File: config.mk
export PLATFORM = sky130hd
export DESIGN_NAME = sprite_blit_color_key_unit_flat
export DESIGN_NICKNAME = d
export VERILOG_FILES = /design/src/rtl/core/sbck_pkg.sv /design/src/rtl/core/sbck_pix_if.sv /design/src/rtl/core/sbck_wr_if.sv /design/src/rtl/core/sbck_ctrl.sv /design/src/rtl/core/sbck_datapath.sv /design/src/rtl/core/sprite_blit_color_key_unit.sv /design/src/flat_wrapper.sv
export SDC_FILE = /design/constraint.sdc
export NUM_CORES = 1
export LEC_CHECK = 0
export BUFFER_PORTS_ARGS = -buffer_cell sky130_fd_sc_hd__clkbuf_2
export CAP_MARGIN = 10
export CORE_MARGIN = 2
export CORE_UTILIZATION = 40
export DETAILED_ROUTE_END_ITERATION = 16
export GPL_ROUTABILITY_DRIVEN = 0
export PLACE_DENSITY = 0.69
export SLEW_MARGIN = 30
export SYNTH_ARGS = -nofsm -noshare
export SYNTH_HDL_FRONTEND = slang
export SYNTH_SLANG_ARGS = --single-unit
File: constraint.sdc
create_clock -name i_clk -period 6.2 [get_ports i_clk]
set_clock_uncertainty 0.15 [all_clocks]
set_input_delay 1.55 -clock i_clk [delete_from_list [all_inputs] [get_ports i_clk]]
set_output_delay 1.55 -clock i_clk [all_outputs]
set_load 0.01 [all_outputs]
File: src/rtl/core/sbck_pkg.sv
// shared types, constants and helper functions for the sprite blitter
package sbck_pkg;

    localparam int unsigned DIM_BITS_DEF = 12;
    localparam int unsigned COLOR_W      = 32;
    localparam int unsigned ADDR_W       = 26;
    localparam int unsigned POS_W        = 16;
    localparam int unsigned SIZE_W       = 12;
    localparam int unsigned BPP_W        = 6;
    localparam int unsigned NBYTES_W     = 3;
    localparam int unsigned CFG_IDX_W    = 3;
    localparam int unsigned CFG_DATA_W   = 16;

    localparam logic [COLOR_W-1:0] KEY_COLOR = 32'hff00_0000;

    localparam logic [POS_W-1:0]  RST_X_ORIGIN = 16'd0;
    localparam logic [POS_W-1:0]  RST_Y_ORIGIN = 16'd0;
    localparam logic [SIZE_W-1:0] RST_WIDTH    = 12'd1;
    localparam logic [SIZE_W-1:0] RST_HEIGHT   = 12'd1;
    localparam logic [SIZE_W-1:0] RST_XRES     = 12'd1024;
    localparam logic [SIZE_W-1:0] RST_YRES     = 12'd768;
    localparam logic [BPP_W-1:0]  RST_BPP      = 6'd32;

    typedef enum logic [CFG_IDX_W-1:0] {
        CFG_X_ORIGIN     = 3'd0,
        CFG_Y_ORIGIN     = 3'd1,
        CFG_SPRITE_WIDTH = 3'd2,
        CFG_SPRITE_HEIGHT= 3'd3,
        CFG_MIRROR       = 3'd4,
        CFG_X_RES        = 3'd5,
        CFG_Y_RES        = 3'd6,
        CFG_BPP          = 3'd7
    } t_cfg_idx;

    typedef enum logic [1:0] {
        ST_IDLE,
        ST_MUL,
        ST_ADDR
    } t_state;

    typedef struct packed {
        logic accept;
        logic load_prod;
        logic load_out;
    } t_ctrl_cmd;

    typedef struct packed {
        logic out_free;
    } t_dp_status;

    function automatic logic [NBYTES_W-1:0] bytes_for_depth(input logic [BPP_W-1:0] bpp);
        logic [BPP_W:0] s;
        logic [3:0]     n;
        begin
            s = {1'b0, bpp} + 7'd7;
            n = s[BPP_W:3];
            if (n == 4'd0) begin
                n = 4'd1;
            end else if (n > 4'd4) begin
                n = 4'd4;
            end
            return n[NBYTES_W-1:0];
        end
    endfunction

    function automatic logic [COLOR_W-1:0] mask_color(input logic [COLOR_W-1:0] c,
                                                      input logic [BPP_W-1:0] bpp);
        logic [COLOR_W-1:0] m;
        begin
            if (bpp >= 6'd32) begin
                m = '1;
            end else begin
                m = (32'h1 << bpp) - 32'h1;
            end
            return c & m;
        end
    endfunction

endpackage

File: src/rtl/core/sbck_pix_if.sv
// input pixel channel
interface sbck_pix_if;
    logic                            valid;
    logic                            ready;
    logic [sbck_pkg::COLOR_W-1:0]    pixel_color;

    modport source (output valid, output pixel_color, input ready);
    modport sink   (input valid, input pixel_color, output ready);
endinterface

File: src/rtl/core/sbck_wr_if.sv
// framebuffer write result channel
interface sbck_wr_if;
    logic                            valid;
    logic                            ready;
    logic                            write_enable;
    logic [sbck_pkg::ADDR_W-1:0]     write_address;
    logic [sbck_pkg::COLOR_W-1:0]    write_data;
    logic [sbck_pkg::NBYTES_W-1:0]   byte_count;
    logic                            out_of_range;
    logic                            aborted;
    logic                            sprite_done;

    modport source (output valid, output write_enable, output write_address,
                    output write_data, output byte_count, output out_of_range,
                    output aborted, output sprite_done, input ready);
    modport sink   (input valid, input write_enable, input write_address,
                    input write_data, input byte_count, input out_of_range,
                    input aborted, input sprite_done, output ready);
endinterface

File: src/rtl/core/sbck_ctrl.sv
// controller state machine: accept, row multiply, address scale and output load
module sbck_ctrl (
    input  logic                   i_clk,
    input  logic                   i_rst_n,
    input  logic                   i_in_valid,
    output logic                   o_in_ready,
    input  sbck_pkg::t_dp_status   i_sts,
    output sbck_pkg::t_ctrl_cmd    o_cmd
);

    sbck_pkg::t_state r_state;
    sbck_pkg::t_state n_state;

    always_ff @(posedge i_clk) begin
        if (!i_rst_n) begin
            r_state <= sbck_pkg::ST_IDLE;
        end else begin
            r_state <= n_state;
        end
    end

    always_comb begin
        n_state    = r_state;
        o_in_ready = 1'b0;
        o_cmd      = '0;
        unique case (r_state)
            sbck_pkg::ST_IDLE: begin
                o_in_ready = 1'b1;
                if (i_in_valid) begin
                    o_cmd.accept = 1'b1;
                    n_state      = sbck_pkg::ST_MUL;
                end
            end
            sbck_pkg::ST_MUL: begin
                o_cmd.load_prod = 1'b1;
                n_state         = sbck_pkg::ST_ADDR;
            end
            sbck_pkg::ST_ADDR: begin
                if (i_sts.out_free) begin
                    o_cmd.load_out = 1'b1;
                    n_state        = sbck_pkg::ST_IDLE;
                end
            end
            default: begin
                n_state = sbck_pkg::ST_IDLE;
            end
        endcase
    end

endmodule

File: src/rtl/core/sbck_datapath.sv
// datapath: config registers, sprite counters, screen check, address and output register
module sbck_datapath #(
    parameter int unsigned DIM_BITS = sbck_pkg::DIM_BITS_DEF
) (
    input  logic                                i_clk,
    input  logic                                i_rst_n,
    input  logic                                i_cfg_we,
    input  logic [sbck_pkg::CFG_IDX_W-1:0]      i_cfg_idx,
    input  logic [sbck_pkg::CFG_DATA_W-1:0]     i_cfg_data,
    input  logic [sbck_pkg::COLOR_W-1:0]        i_pixel_color,
    input  sbck_pkg::t_ctrl_cmd                 i_cmd,
    output sbck_pkg::t_dp_status                o_sts,
    input  logic                                i_out_ready,
    output logic                                o_out_valid,
    output logic                                o_write_enable,
    output logic [sbck_pkg::ADDR_W-1:0]         o_write_address,
    output logic [sbck_pkg::COLOR_W-1:0]        o_write_data,
    output logic [sbck_pkg::NBYTES_W-1:0]       o_byte_count,
    output logic                                o_out_of_range,
    output logic                                o_aborted,
    output logic                                o_sprite_done
);

    localparam int unsigned EXT_W = sbck_pkg::POS_W + 1;

    // configuration
    logic [sbck_pkg::POS_W-1:0]   r_x_origin;
    logic [sbck_pkg::POS_W-1:0]   r_y_origin;
    logic [sbck_pkg::SIZE_W-1:0]  r_sprite_width;
    logic [sbck_pkg::SIZE_W-1:0]  r_sprite_height;
    logic                         r_mirror;
    logic [sbck_pkg::SIZE_W-1:0]  r_x_res;
    logic [sbck_pkg::SIZE_W-1:0]  r_y_res;
    logic [sbck_pkg::BPP_W-1:0]   r_bpp;

    // sprite walk state
    logic [DIM_BITS-1:0]          r_col;
    logic [DIM_BITS-1:0]          r_row;
    logic                         r_failed;

    // per-beat work registers
    logic [sbck_pkg::POS_W-1:0]   r_dx;
    logic [sbck_pkg::POS_W-1:0]   r_dy;
    logic [sbck_pkg::COLOR_W-1:0] r_data;
    logic                         r_we;
    logic                         r_oor;
    logic                         r_ab;
    logic                         r_done;
    logic [sbck_pkg::ADDR_W-1:0]  r_prod;

    // output register
    logic                         r_out_valid;
    logic                         r_o_we;
    logic [sbck_pkg::ADDR_W-1:0]  r_o_addr;
    logic [sbck_pkg::COLOR_W-1:0] r_o_data;
    logic [sbck_pkg::NBYTES_W-1:0] r_o_nbytes;
    logic                         r_o_oor;
    logic                         r_o_ab;
    logic                         r_o_done;

    logic [EXT_W-1:0]             w_wm1;
    logic [EXT_W-1:0]             w_hm1;
    logic [DIM_BITS-1:0]          w_last_col;
    logic [DIM_BITS-1:0]          w_last_row;
    logic [DIM_BITS-1:0]          w_col_off;
    logic [sbck_pkg::POS_W-1:0]   w_dx;
    logic [sbck_pkg::POS_W-1:0]   w_dy;
    logic                         w_key;
    logic                         w_off;
    logic                         w_we;
    logic                         w_failed_now;
    logic                         w_col_end;
    logic                         w_row_end;
    logic [sbck_pkg::NBYTES_W-1:0] w_nbytes;
    logic [sbck_pkg::ADDR_W-1:0]  w_lin;
    logic [sbck_pkg::ADDR_W-1:0]  w_addr;

    always_comb begin
        w_wm1        = EXT_W'(r_sprite_width) - EXT_W'(1);
        w_hm1        = EXT_W'(r_sprite_height) - EXT_W'(1);
        w_last_col   = w_wm1[DIM_BITS-1:0];
        w_last_row   = w_hm1[DIM_BITS-1:0];
        w_col_off    = r_mirror ? (w_last_col - r_col) : r_col;
        w_dx         = r_x_origin + sbck_pkg::POS_W'(w_col_off);
        w_dy         = r_y_origin + sbck_pkg::POS_W'(r_row);
        w_key        = (i_pixel_color == sbck_pkg::KEY_COLOR);
        w_off        = (w_dx >= sbck_pkg::POS_W'(r_x_res)) ||
                       (w_dy >= sbck_pkg::POS_W'(r_y_res));
        w_we         = !w_key && !w_off && !r_failed;
        w_failed_now = r_failed || (!w_key && w_off);
        w_col_end    = (r_col == w_last_col);
        w_row_end    = (r_row == w_last_row);
        w_nbytes     = sbck_pkg::bytes_for_depth(r_bpp);
        w_lin        = r_prod + sbck_pkg::ADDR_W'(r_dx);
        w_addr       = r_we ? sbck_pkg::ADDR_W'(w_lin * w_nbytes) : '0;
    end

    always_ff @(posedge i_clk) begin
        if (!i_rst_n) begin
            r_x_origin      <= sbck_pkg::RST_X_ORIGIN;
            r_y_origin      <= sbck_pkg::RST_Y_ORIGIN;
            r_sprite_width  <= sbck_pkg::RST_WIDTH;
            r_sprite_height <= sbck_pkg::RST_HEIGHT;
            r_mirror        <= 1'b0;
            r_x_res         <= sbck_pkg::RST_XRES;
            r_y_res         <= sbck_pkg::RST_YRES;
            r_bpp           <= sbck_pkg::RST_BPP;
        end else if (i_cfg_we) begin
            unique case (sbck_pkg::t_cfg_idx'(i_cfg_idx))
                sbck_pkg::CFG_X_ORIGIN:      r_x_origin      <= i_cfg_data;
                sbck_pkg::CFG_Y_ORIGIN:      r_y_origin      <= i_cfg_data;
                sbck_pkg::CFG_SPRITE_WIDTH:  r_sprite_width  <= i_cfg_data[sbck_pkg::SIZE_W-1:0];
                sbck_pkg::CFG_SPRITE_HEIGHT: r_sprite_height <= i_cfg_data[sbck_pkg::SIZE_W-1:0];
                sbck_pkg::CFG_MIRROR:        r_mirror        <= i_cfg_data[0];
                sbck_pkg::CFG_X_RES:         r_x_res         <= i_cfg_data[sbck_pkg::SIZE_W-1:0];
                sbck_pkg::CFG_Y_RES:         r_y_res         <= i_cfg_data[sbck_pkg::SIZE_W-1:0];
                sbck_pkg::CFG_BPP:           r_bpp           <= i_cfg_data[sbck_pkg::BPP_W-1:0];
                default: begin
                end
            endcase
        end
    end

    always_ff @(posedge i_clk) begin
        if (!i_rst_n) begin
            r_col    <= '0;
            r_row    <= '0;
            r_failed <= 1'b0;
        end else if (i_cmd.accept) begin
            if (w_col_end) begin
                r_col <= '0;
                if (w_row_end) begin
                    r_row    <= '0;
                    r_failed <= 1'b0;
                end else begin
                    r_row    <= r_row + {{(DIM_BITS-1){1'b0}}, 1'b1};
                    r_failed <= w_failed_now;
                end
            end else begin
                r_col    <= r_col + {{(DIM_BITS-1){1'b0}}, 1'b1};
                r_failed <= w_failed_now;
            end
        end
    end

    always_ff @(posedge i_clk) begin
        if (i_cmd.accept) begin
            r_dx   <= w_dx;
            r_dy   <= w_dy;
            r_we   <= w_we;
            r_data <= w_we ? sbck_pkg::mask_color(i_pixel_color, r_bpp) : '0;
            r_oor  <= !w_key && w_off;
            r_ab   <= w_failed_now;
            r_done <= w_col_end && w_row_end;
        end
        if (i_cmd.load_prod) begin
            r_prod <= sbck_pkg::ADDR_W'(r_dy) * sbck_pkg::ADDR_W'(r_x_res);
        end
        if (i_cmd.load_out) begin
            r_o_we     <= r_we;
            r_o_addr   <= w_addr;
            r_o_data   <= r_data;
            r_o_nbytes <= w_nbytes;
            r_o_oor    <= r_oor;
            r_o_ab     <= r_ab;
            r_o_done   <= r_done;
        end
    end

    always_ff @(posedge i_clk) begin
        if (!i_rst_n) begin
            r_out_valid <= 1'b0;
        end else if (i_cmd.load_out) begin
            r_out_valid <= 1'b1;
        end else if (i_out_ready) begin
            r_out_valid <= 1'b0;
        end
    end

    assign o_sts.out_free  = !r_out_valid || i_out_ready;
    assign o_out_valid     = r_out_valid;
    assign o_write_enable  = r_o_we;
    assign o_write_address = r_o_addr;
    assign o_write_data    = r_o_data;
    assign o_byte_count    = r_o_nbytes;
    assign o_out_of_range  = r_o_oor;
    assign o_aborted       = r_o_ab;
    assign o_sprite_done   = r_o_done;

endmodule

File: src/rtl/core/sprite_blit_color_key_unit.sv
// Sprite blitter with color key and horizontal mirror. Takes one 32-bit color
// beat at a time in stored row-major order and returns one write beat for each.
// Each pixel passes the accept state (counters, destination and screen check),
// the row multiply state for y * x_resolution, and the address state, which
// adds x and scales by the byte count into the output register once that is
// free. The output register holds a result while the next pixel is already
// accepted; a new pixel is taken only after the last one is loaded out.
// Configuration writes take effect on the next clock and are meant for idle time.
module sprite_blit_color_key_unit #(
    parameter int unsigned DIM_BITS = sbck_pkg::DIM_BITS_DEF
) (
    input  logic                              i_clk,
    input  logic                              i_rst_n,
    input  logic                              i_cfg_we,
    input  logic [sbck_pkg::CFG_IDX_W-1:0]    i_cfg_idx,
    input  logic [sbck_pkg::CFG_DATA_W-1:0]   i_cfg_data,
    sbck_pix_if.sink                          i_pix,
    sbck_wr_if.source                         o_wr
);

    sbck_pkg::t_ctrl_cmd  w_cmd;
    sbck_pkg::t_dp_status w_sts;
    logic                 w_in_ready;

    sbck_ctrl u_ctrl (
        .i_clk      (i_clk),
        .i_rst_n    (i_rst_n),
        .i_in_valid (i_pix.valid),
        .o_in_ready (w_in_ready),
        .i_sts      (w_sts),
        .o_cmd      (w_cmd)
    );

    assign i_pix.ready = w_in_ready;

    sbck_datapath #(
        .DIM_BITS (DIM_BITS)
    ) u_datapath (
        .i_clk           (i_clk),
        .i_rst_n         (i_rst_n),
        .i_cfg_we        (i_cfg_we),
        .i_cfg_idx       (i_cfg_idx),
        .i_cfg_data      (i_cfg_data),
        .i_pixel_color   (i_pix.pixel_color),
        .i_cmd           (w_cmd),
        .o_sts           (w_sts),
        .i_out_ready     (o_wr.ready),
        .o_out_valid     (o_wr.valid),
        .o_write_enable  (o_wr.write_enable),
        .o_write_address (o_wr.write_address),
        .o_write_data    (o_wr.write_data),
        .o_byte_count    (o_wr.byte_count),
        .o_out_of_range  (o_wr.out_of_range),
        .o_aborted       (o_wr.aborted),
        .o_sprite_done   (o_wr.sprite_done)
    );

`ifndef ASSERT_OFF
    a_one_at_a_time: assert property (@(posedge i_clk) disable iff (!i_rst_n)
        (i_pix.valid && i_pix.ready) |=> !i_pix.ready)
        else $error("second beat taken while a pixel is in flight");

    a_mul_follows_accept: assert property (@(posedge i_clk) disable iff (!i_rst_n)
        (i_pix.valid && i_pix.ready) |=> w_cmd.load_prod)
        else $error("row multiply did not follow an accepted beat");

    a_no_overwrite: assert property (@(posedge i_clk) disable iff (!i_rst_n)
        w_cmd.load_out |-> w_sts.out_free)
        else $error("output register loaded while holding an untaken beat");

    a_write_clean: assert property (@(posedge i_clk) disable iff (!i_rst_n)
        (o_wr.valid && o_wr.write_enable) |-> (!o_wr.out_of_range && !o_wr.aborted))
        else $error("write issued for an off-screen or aborted pixel");
`endif

endmodule
File: src/flat_wrapper.sv
// flat-port wrapper written by rule: the top's interface ports become plain ports
module sprite_blit_color_key_unit_flat 
#(
    parameter int unsigned DIM_BITS = sbck_pkg::DIM_BITS_DEF
)
  (i_clk, i_rst_n, i_cfg_we, i_cfg_idx, i_cfg_data, i_pix_valid, i_pix_pixel_color, i_pix_ready, o_wr_valid, o_wr_write_enable, o_wr_write_address, o_wr_write_data, o_wr_byte_count, o_wr_out_of_range, o_wr_aborted, o_wr_sprite_done, o_wr_ready);
  sbck_pix_if i_pix_i ();
  sbck_wr_if o_wr_i ();
  input  logic i_clk;
  input  logic i_rst_n;
  input  logic i_cfg_we;
  input  logic [sbck_pkg::CFG_IDX_W-1:0] i_cfg_idx;
  input  logic [sbck_pkg::CFG_DATA_W-1:0] i_cfg_data;
  input wire logic [$bits(i_pix_i.valid)-1:0] i_pix_valid;
  input wire logic [$bits(i_pix_i.pixel_color)-1:0] i_pix_pixel_color;
  output wire logic [$bits(i_pix_i.ready)-1:0] i_pix_ready;
  output wire logic [$bits(o_wr_i.valid)-1:0] o_wr_valid;
  output wire logic [$bits(o_wr_i.write_enable)-1:0] o_wr_write_enable;
  output wire logic [$bits(o_wr_i.write_address)-1:0] o_wr_write_address;
  output wire logic [$bits(o_wr_i.write_data)-1:0] o_wr_write_data;
  output wire logic [$bits(o_wr_i.byte_count)-1:0] o_wr_byte_count;
  output wire logic [$bits(o_wr_i.out_of_range)-1:0] o_wr_out_of_range;
  output wire logic [$bits(o_wr_i.aborted)-1:0] o_wr_aborted;
  output wire logic [$bits(o_wr_i.sprite_done)-1:0] o_wr_sprite_done;
  input wire logic [$bits(o_wr_i.ready)-1:0] o_wr_ready;
  assign i_pix_i.valid = i_pix_valid;
  assign i_pix_i.pixel_color = i_pix_pixel_color;
  assign i_pix_ready = i_pix_i.ready;
  assign o_wr_valid = o_wr_i.valid;
  assign o_wr_write_enable = o_wr_i.write_enable;
  assign o_wr_write_address = o_wr_i.write_address;
  assign o_wr_write_data = o_wr_i.write_data;
  assign o_wr_byte_count = o_wr_i.byte_count;
  assign o_wr_out_of_range = o_wr_i.out_of_range;
  assign o_wr_aborted = o_wr_i.aborted;
  assign o_wr_sprite_done = o_wr_i.sprite_done;
  assign o_wr_i.ready = o_wr_ready;
  sprite_blit_color_key_unit #(.DIM_BITS(DIM_BITS)) u_core (.i_clk(i_clk), .i_rst_n(i_rst_n), .i_cfg_we(i_cfg_we), .i_cfg_idx(i_cfg_idx), .i_cfg_data(i_cfg_data), .i_pix(i_pix_i), .o_wr(o_wr_i));
endmodule
==> results of run 1 <==
area by class of cell:
type / instances / area (µm²) / share of cell area
clock buffers: 38 / 842 / 0.0338
flip-flops and latches: 274 / 7080 / 0.284
clock inverters: 20 / 267 / 0.0107
repair buffers: 187 / 1100 / 0.0443
well taps: 704 / 881 / 0.0354
multi-input cells: 1776 / 13700 / 0.551
inverters: 266 / 998 / 0.0401
metal layers:
metal	track usage	vias up	routed length, µm
li1	-	8308	-
met1	0.247	8192	23400
met2	0.306	523	24700
met3	0.0382	82	4100
met4	0.0441	0	1340
met5	0	-	0
layout by cell type, fill, tap and decap left out, types with 31 or more instances in the layout:
master	n
nand2_1	465
inv_1	265
fa_1	166
ha_1	159
edfxtp_1	159
nor2_1	127
clkbuf_2	122
dfxtp_1	113
xnor2_1	93
a21boi_0	85
a21oi_1	80
and2_1	70
buf_4	64
o21ai_0	61
xor2_1	49
nand3_1	32
clkbuf_16	31
sequential cells by signal, summed over array words and instances, names as in the netlist, 2 cells and up:
signal                             flops
u_core.u_ctrl.r_state                  2
u_core.u_datapath.o_byte_count         3
u_core.u_datapath.o_write_address     26
u_core.u_datapath.o_write_data        32
u_core.u_datapath.r_bpp                6
u_core.u_datapath.r_col               12
u_core.u_datapath.r_data              32
u_core.u_datapath.r_dx                16
u_core.u_datapath.r_dy                16
u_core.u_datapath.r_prod              26
u_core.u_datapath.r_row               12
u_core.u_datapath.r_sprite_height     12
u_core.u_datapath.r_sprite_width      12
u_core.u_datapath.r_x_origin          16
u_core.u_datapath.r_x_res             12
u_core.u_datapath.r_y_origin          16
u_core.u_datapath.r_y_res             12
cells by family (layout without fill, tap and decap cells):
kind of cell / after synthesis / after routing / share of synthesized area
XOR/XNOR: 143 / 143 / 0.0568
multiplexers: 6 / 6 / 0.00278
buffers and inverters: 362 / 511 / 0.0634
flip-flops: 274 / 274 / 0.321
adder cells (fa/ha/maj): 328 / 328 / 0.243
AND/OR/NAND/NOR: 896 / 896 / 0.189
AO/OA/AOI/OAI: 403 / 403 / 0.125
how the worst max path moves through the flow:
| stage | startpoint | end | slack [ns] | cells past startpoint |
|---|---|---|---|---|
| floorplan | u_core.u_datapath.r_x_res[4]$_SDFFE_PN0P_ | u_core.u_datapath.r_prod[25]$_DFFE_PN_ | 0.40 | 21 |
| global placement | u_core.u_datapath.r_sprite_width[1]$_SDFFE_PN0P_ | u_core.u_datapath.r_data[18]$_SDFFCE_PN0P_ | 0.21 | 28 |
| detailed placement | u_core.u_datapath.r_sprite_width[1]$_SDFFE_PN0P_ | u_core.u_datapath.r_data[20]$_SDFFCE_PN0P_ | -0.18 | 28 |
| CTS | u_core.u_datapath.r_sprite_width[1]$_SDFFE_PN0P_ | u_core.u_datapath.r_data[21]$_SDFFCE_PN0P_ | 0.04 | 28 |
| global route | u_core.u_datapath.r_sprite_width[0]$_SDFFE_PN1P_ | u_core.u_datapath.r_data[21]$_SDFFCE_PN0P_ | -0.13 | 28 |
| finish | u_core.u_datapath.r_sprite_width[1]$_SDFFE_PN0P_ | u_core.u_datapath.r_data[21]$_SDFFCE_PN0P_ | 0.17 | 28 |
power by group through the flow:
stage / Sequential, mW / Combinational [mW] / Clock [mW]
CTS: 2.12 / 1.01 / 2.03
floorplan: 2.13 / 0.754 / 0
detailed placement: 2.16 / 0.999 / 0
global placement: 2.16 / 0.966 / 0
global route: 2.13 / 1.18 / 2.11
finish: 2.12 / 1.05 / 1.99
repair_timing:
item                                    in CTS  in global routing
resized for setup                           11                 28
pin swaps                                    2                 21
endpoints found under the setup margin      33                 40
buffers inserted                             1                 17
==> run metrics, run 1 <==
run status complete, no violations; Pwr Density 207 mW/mm²; TritonCTS clock tree yes; worst r2r src u_core.u_datapath.r_sprite_width[1]$_SDFFE_PN0P_; DR WL/cell 16.4 µm; Avg Vias per Cell 5.24; Tot GR Track Use 0.185; Worst EP required 6.52 ns; Num CTS Buffers 31; synthesized flop and latch total 274; pre-CTS WS -0.177 ns; clk sinks 274; Setup crit end kind flop; Detail Route Antenna Nets 0; Period minus WS final 6.03 ns; cell accounting for the most synthesized area edfxtp_1; DRT iter0 DRCs 1140; post-synth cell types 79; vias in the first global route 16800; slowest stage delay, CP 0.40 ns; placed inst area 0.0235 mm²; drt first pass iters 5; sw frac 0.290; Core Footprint 0.0548 mm²; leak pwr 10.6 nW; WHS Path Cells 0; DP HPWL 40800 µm; CP Max Fanout 8; Synth Instances 2412; CP bufs+invs 1; Die W 239 µm; max_cap viols 0; initial antenna violation count 1; Syn Area/Cell 9.14 µm²; EDFF count, synth 159; final setup fails 0; Cell Count, Final, Fillers Out 3265; Psw 1.50 mW; synth cell count leaders nand2_1 (465), inv_1 (266), fa_1 (167); setup TNS 0 ns; Die Ht 239 µm; Root Driver clkbuf_16; fmax 166 MHz; nets 2920; Ys Warns 0; Worst R2R Setup Slack 0.17 ns; sequential share of power 0.411; CTS H-Tree Depth 1; fraction of layout cells with a size suffix above 1 0.118; cell family with most CP delay compound AO/OA/AOI/OAI gates; hold_ws 0.268 ns; fin. max-slew vios 0; total power 5.16 mW; final core utilization 0.455; Post-Syn Area 0.0221 mm²; antenna cells 0; Worst Setup Start Kind flop; arrival time worst endpoint 6.35 ns; vias 17100; largest net degree at the start of global routing 95; Hold Path End u_core.u_datapath.o_write_data[28]$_DFFE_PP_; FFs w/ async S/R, synth 0; Hold Buf Count CTS 0; Routed WL 53500 µm; Max clock buf depth 3; Slowest cell on crit path o2111a_2; Reg2Reg Depth 28; Max-slew headroom 0.389; Top FF cell, synth edfxtp_1; Yosys top cell area share 0.216; Final Cycle Share 0.972; critical path class flop to flop; crit-path most repeated cell ha_1; # rows 86; Syn Nets 2796; P_int 3.67 mW; setup ws final 0.173 ns; DIE AREA 0.0570 mm²; Worst-Skew Late Latency 0.61 ns; total gr overflow 0; Seq/Total Area, Yosys 0.321; post-route cell area 0.0249 mm²; first-pass GRT wire length 85500 µm; top-count cell post-synth nand2_1; number of port buffers 122; I/O pins 123; DRC 0; Hold Path Origin u_core.u_datapath.r_data[28]$_SDFFCE_PN0P_; clk slew on worst S/H paths 0.06 ns; maximum vdd drop 0.213 mV; fillers 5139; Final Hold Fails 0; Area Overhead vs Synth 12.9%; worst reg2reg endpoint u_core.u_datapath.r_data[21]$_SDFFCE_PN0P_; Cell Count Post-Placement 3189; Least-Margin Pin Slew 0.916 ns; power share of the combinational group 0.204; Clk pwr share 0.386; Synth area leaders edfxtp_1 (22%), fa_1 (15%), dfxtp_1 (10%), ha_1 (9.1%), nand2_1 (7.9%); Initial Util 0.403; hold crit path type flop to flop
Note: power is estimated with default switching activity, not from simulation.
==> run 2, diff against run 1 <==
--- a/config.mk
+++ b/config.mk
@@ -7,6 +7,7 @@
 export LEC_CHECK = 0
 export BUFFER_PORTS_ARGS = -buffer_cell sky130_fd_sc_hd__clkbuf_2
 export CAP_MARGIN = 10
+export CORE_ASPECT_RATIO = 1.2
 export CORE_MARGIN = 2
 export CORE_UTILIZATION = 40
 export DETAILED_ROUTE_END_ITERATION = 16
==> run metrics, run 2 (synthesis gave the netlist of run 1 again) <==
fraction of layout cells with a size suffix above 1 0.109 (-0.00921); Worst EP required 6.46 ns (-0.06 ns); nets 2906 (-0.48%); Worst Setup Start Kind flop; pre-CTS WS 0.0467 ns (+0.223 ns); TritonCTS clock tree yes; Initial Util 0.403 (+0.000590); placed inst area 0.0235 mm² (about the same); leak pwr 10.6 nW (about the same); most common cell after layout, fill and taps aside nand2_1; unrepaired setup endpoints after global routing true; Num CTS Buffers 34 (+9.7%); Worst-Skew Late Latency 0.55 ns (-0.06 ns); first-pass GRT wire length 88000 µm (+2.9%); Setup crit end kind flop; total gr overflow 0 (unchanged); Final Cycle Share 0.977 (+0.00485); fillers 5169 (+0.58%); commonest cells after routing, fill and taps aside nand2_1 (465), inv_1 (265), fa_1 (167), ha_1 (160), edfxtp_1 (159); DP HPWL 42300 µm (+3.6%); I/O pins 123 (unchanged); Routed WL 54500 µm (+1.8%); initial antenna violation count 0 (-1); vias 17200 (+0.27%); clk sinks 274 (unchanged); Final Hold Fails 0 (unchanged); Root Driver clkbuf_16; CTS H-Tree Depth 2 (+1); WL met3 3040 µm (-26%); hold crit path type flop to flop; final setup fails 0 (unchanged); Max-slew headroom 0.302 (-0.0867); DRC 0 (unchanged); slowest stage delay, CP 0.38 ns (-0.02 ns); Tot GR Track Use 0.192 (+0.00718); maximum vdd drop 0.201 mV (-5.8%); arrival time worst endpoint 6.32 ns (-0.03 ns); vias in the first global route 17400 (+3.9%); CP Max Fanout 5 (-3); CP bufs+invs 1 (unchanged); Period minus WS final 6.06 ns (+0.0301 ns); clk slew on worst S/H paths 0.07 ns (about the same); fmax 165 MHz (-0.50%); Avg Vias per Cell 5.25 (+0.18%); Area Overhead vs Synth 13.0% (about the same); DIE AREA 0.0570 mm² (about the same); setup TNS 0 ns (unchanged); Core Footprint 0.0547 mm² (-0.15%); max_cap viols 0 (unchanged); Slowest cell on crit path o2111a_2; Detail Route Antenna Nets 0 (unchanged); Max clock buf depth 3 (unchanged); largest net degree at the start of global routing 68 (-28%); setup ws final 0.143 ns (-0.0301 ns); drt first pass iters 5 (unchanged); hold_ws 0.269 ns (+0.00101 ns); Least-Margin Pin Slew 1.04 ns (+0.121 ns); critical path class flop to flop; run status complete, no violations; antenna cells 0 (unchanged); met2 WL 27300 µm (+10%); post-route cell area 0.0249 mm² (about the same); DRT iter0 DRCs 949 (-17%); number of port buffers 122 (unchanged); total power 5.40 mW (+4.6%); Die W 218 µm (-8.6%); DR WL/cell 16.7 µm (+1.8%); WL met1 22100 µm (-5.2%); Top Layer Used met4; Pwr Density 217 mW/mm² (+4.5%); Hold Buf Count CTS 0 (unchanged); Die Ht 261 µm (+9.4%); cell family with most CP delay compound AO/OA/AOI/OAI gates; # rows 94 (+9.3%); fin. max-slew vios 0 (unchanged)
==> run 2: cell types whose count changed in the layout (fill, tap and decap cells not counted), sizes merged <==
cell	previous run	this run
clkinv	4	10
buf	65	47
clkinvlp	8	4
clkbuf	160	159
bufinv	5	8
inv	269	270
==> run 2: per-layer routing <==
metal / track usage / vias up
met5: 0 / -
met4: 0.0801 / 0
met3: 0.0280 / 133
met2: 0.342 / 492
met1: 0.230 / 8242
li1: - / 8285
==> run 2: stage by stage <==
step | utilization | cells
2_1_floorplan | - | 2412
3_3_place_gp | 0.430 | 3199
3_5_place_dp | 0.430 | 3199
4_1_cts | 0.453 | 3261
5_1_grt | 0.456 | 3268
6_report | 0.456 | 3268
==> run 2: final timing paths <==
path / cells past startpoint / from / endpoint / slack (ns)
max: 28 / u_core.u_datapath.r_sprite_width[1]$_SDFFE_PN0P_ / u_core.u_datapath.r_data[21]$_SDFFCE_PN0P_ / 0.14
min: 0 / u_core.u_datapath.r_done$_DFFE_PP_ / u_core.u_datapath.o_sprite_done$_DFFE_PP_ / 0.27
max reg2reg: 28 / u_core.u_datapath.r_sprite_width[1]$_SDFFE_PN0P_ / u_core.u_datapath.r_data[21]$_SDFFCE_PN0P_ / 0.14
min reg2reg: 0 / u_core.u_datapath.r_done$_DFFE_PP_ / u_core.u_datapath.o_sprite_done$_DFFE_PP_ / 0.27
==> run 2: cell type report <==
| class | count | area (µm²) | area share |
|---|---|---|---|
| Tap cell | 720 | 901 | 0.0361 |
| Inverter | 266 | 998 | 0.0401 |
| Multi-Input combinational cell | 1776 | 13700 | 0.548 |
| Clock buffer | 36 | 901 | 0.0361 |
| Sequential cell | 274 | 7080 | 0.284 |
| Clock inverter | 26 | 374 | 0.0150 |
| Timing Repair Buffer | 170 | 1010 | 0.0407 |
==> run 2: power by group <==
| part | switching [mW] | leakage [nW] | total [mW] | internal, mW |
|---|---|---|---|---|
| registers | 0.0644 | 2.44 | 2.12 | 2.06 |
| logic | 0.620 | 7.53 | 1.05 | 0.426 |
| clock network | 0.829 | 0.620 | 2.24 | 1.41 |
==> run 2: repair_timing <==
action | in CTS | in global routing
endpoints found under the setup margin | 11 | 38
setup buffers | 0 | 5
pin swaps | 1 | 10
resized for setup | 1 | 18
cloned | 0 | 1
==> run 3, diff against run 2 <==
--- a/config.mk
+++ b/config.mk
@@ -7,12 +7,14 @@
 export LEC_CHECK = 0
 export BUFFER_PORTS_ARGS = -buffer_cell sky130_fd_sc_hd__clkbuf_2
 export CAP_MARGIN = 10
-export CORE_ASPECT_RATIO = 1.2
+export CELL_PAD_IN_SITES_DETAIL_PLACEMENT = 1
+export CELL_PAD_IN_SITES_GLOBAL_PLACEMENT = 1
+export CORE_ASPECT_RATIO = 0.8
 export CORE_MARGIN = 2
 export CORE_UTILIZATION = 40
 export DETAILED_ROUTE_END_ITERATION = 16
 export GPL_ROUTABILITY_DRIVEN = 0
-export PLACE_DENSITY = 0.69
+export PLACE_DENSITY = 0.83
 export SLEW_MARGIN = 30
 export SYNTH_ARGS = -nofsm -noshare
 export SYNTH_HDL_FRONTEND = slang
==> constraint.sdc (replaced) <==
create_clock -name i_clk -period 4.9 [get_ports i_clk]
set_clock_uncertainty 0.15 [all_clocks]
set_input_delay 1.225 -clock i_clk [delete_from_list [all_inputs] [get_ports i_clk]]
set_output_delay 1.225 -clock i_clk [all_outputs]
set_load 0.01 [all_outputs]
==> run metrics, run 3 (synthesis gave the netlist of run 1 again) <==
run status finished with violations; failing checks setup timing; max_cap viols 0 (unchanged); # rows 76 (-19%); total gr overflow 0 (unchanged); antenna cells 0 (unchanged); DP HPWL 54400 µm (+29%); Setup crit end kind flop; TritonCTS clock tree yes; initial antenna violation count 3 (+3); nets 3170 (+9.1%); Root Driver clkbuf_16; clk sinks 274 (unchanged); final core utilization 0.514 (+0.0578); Routed WL 85100 µm (+56%); total power 7.07 mW (+31%); fin. max-slew vios 0 (unchanged); critical path class flop to flop; drt first pass iters 5 (unchanged); commonest cells after routing, fill and taps aside nand2_1 (449), buf_4 (278), inv_1 (244), fa_1 (160), edfxtp_1 (159); DIE AREA 0.0570 mm² (about the same); Worst Setup Start Kind flop; DR WL/cell 24.2 µm (+45%); number of port buffers 122 (unchanged); DRC 0 (unchanged); leak pwr 12.0 nW (+13%); DRT iter0 DRCs 1635 (+72%); setup ws final -1.50 ns (-1.64 ns); Tot GR Track Use 0.262 (+0.0706); Final Hold Fails 0 (unchanged); largest net degree at the start of global routing 65 (-4.4%); FF+latch area 0.00709 mm² (+0.16%); setup TNS -62.92 ns (-62.92 ns); hold crit path type flop to flop; Pwr Density 254 mW/mm² (+17%); Core Footprint 0.0542 mm² (-0.89%); Cell Count Post-Placement 3396 (+6.2%); CTS H-Tree Depth 1 (-1); Die W 267 µm (+22%); CP Max Fanout 5 (unchanged); Multi-input gate area 0.0147 mm² (+7.6%); hold_ws 0.270 ns (+0.00129 ns); crit-path most repeated cell buf_4; Die Ht 214 µm (-18%); slowest stage delay, CP 0.39 ns (about the same); most common cell after layout, fill and taps aside nand2_1; fmax 156 MHz (-5.3%); Period minus WS final 6.40 ns (+0.342 ns); final setup fails 66 (+66); fraction of layout cells with a size suffix above 1 0.252 (+0.144); maximum vdd drop 0.303 mV (+51%); Least-Margin Pin Slew 0.902 ns (-0.135 ns); unrepaired setup endpoints after global routing true; fillers 6132 (+19%); CP bufs+invs 7 (+6); Max clock buf depth 3 (unchanged); Hold Buf Count CTS 0 (unchanged); Detail Route Antenna Nets 0 (unchanged); vias 20500 (+19%); Initial Util 0.407 (+0.00363); first-pass GRT wire length 120000 µm (+36%); Slowest cell on crit path ha_1; Avg Vias per Cell 5.83 (+11%); arrival time worst endpoint 6.73 ns (+0.41 ns); Worst EP required 5.23 ns (-1.23 ns); Worst-Skew Late Latency 0.61 ns (+0.06 ns); vias in the first global route 22000 (+26%); Max-slew headroom 0.399 (+0.0964); Cell Count, Final, Fillers Out 3512 (+7.5%); Area Overhead vs Synth 26.2%; cell family with most CP delay compound AO/OA/AOI/OAI gates; Num CTS Buffers 31 (-8.8%); clk slew on worst S/H paths 0.06 ns (about the same); I/O pins 123 (unchanged); Final Cycle Share 1.31 (+0.329)
==> run 3: changes by cell type in the layout (fill, tap and decap cells not counted), moves of 14 or more <==
| cell | delta |
|---|---|
| a21oi_1 | -28 |
| ha_4 | +20 |
| nand2_2 | +14 |
| buf_6 | +30 |
| inv_2 | +19 |
| nand2_1 | -16 |
| buf_4 | +233 |
| inv_1 | -21 |
| ha_1 | -25 |
| a21oi_2 | +23 |
==> run 3: what timing repair did <==
item                                    4_1_cts  5_1_grt
endpoints found under the setup margin       64       69
pin swaps                                    86       98
gates cloned                                  1        0
resized for setup                           119      131
setup buffers                                39       29
==> run 3: layout make-up <==
type                            count  share of cell area
Timing Repair Buffer              437               0.113
Clock buffer                       42              0.0312
Inverter                          266              0.0360
Tap cell                          702              0.0316
Clock inverter                     15             0.00535
Sequential cell                   274               0.255
Multi-Input combinational cell   1776               0.528
==> run 3: worst paths after layout <==
kind,startpoint,endpoint,slack [ns],cells after the start
max,u_core.u_datapath.r_sprite_width[0]$_SDFFE_PN1P_,u_core.u_datapath.r_data[21]$_SDFFCE_PN0P_,-1.50,31
min,u_core.u_datapath.r_data[16]$_SDFFCE_PN0P_,u_core.u_datapath.o_write_data[16]$_DFFE_PP_,0.27,0
max reg2reg,u_core.u_datapath.r_sprite_width[0]$_SDFFE_PN1P_,u_core.u_datapath.r_data[21]$_SDFFCE_PN0P_,-1.50,31
min reg2reg,u_core.u_datapath.r_data[16]$_SDFFCE_PN0P_,u_core.u_datapath.o_write_data[16]$_DFFE_PP_,0.27,0
==> run 3: report_power, final <==
group	leakage [nW]	switching [mW]	total [mW]	internal [mW]
Sequential	2.44	0.0831	2.68	2.60
Combinational	9.06	1.14	1.99	0.857
Clock	0.497	1.04	2.39	1.35
==> run 3: per-layer routing <==
layer  wire (µm)  GRT usage
met2       42000      0.473
met3        5520     0.0404
met1       32300      0.313
met5           0          0
met4        5300     0.0989
==> run 3: through the flow <==
step                setup WS [ns]  area (µm²)
floorplan                  -0.424       22300
global placement           -0.701       25300
detailed placement          -1.16       25300
CTS                        -0.781       27100
global route                -1.58       27800
finish                      -1.50       27800
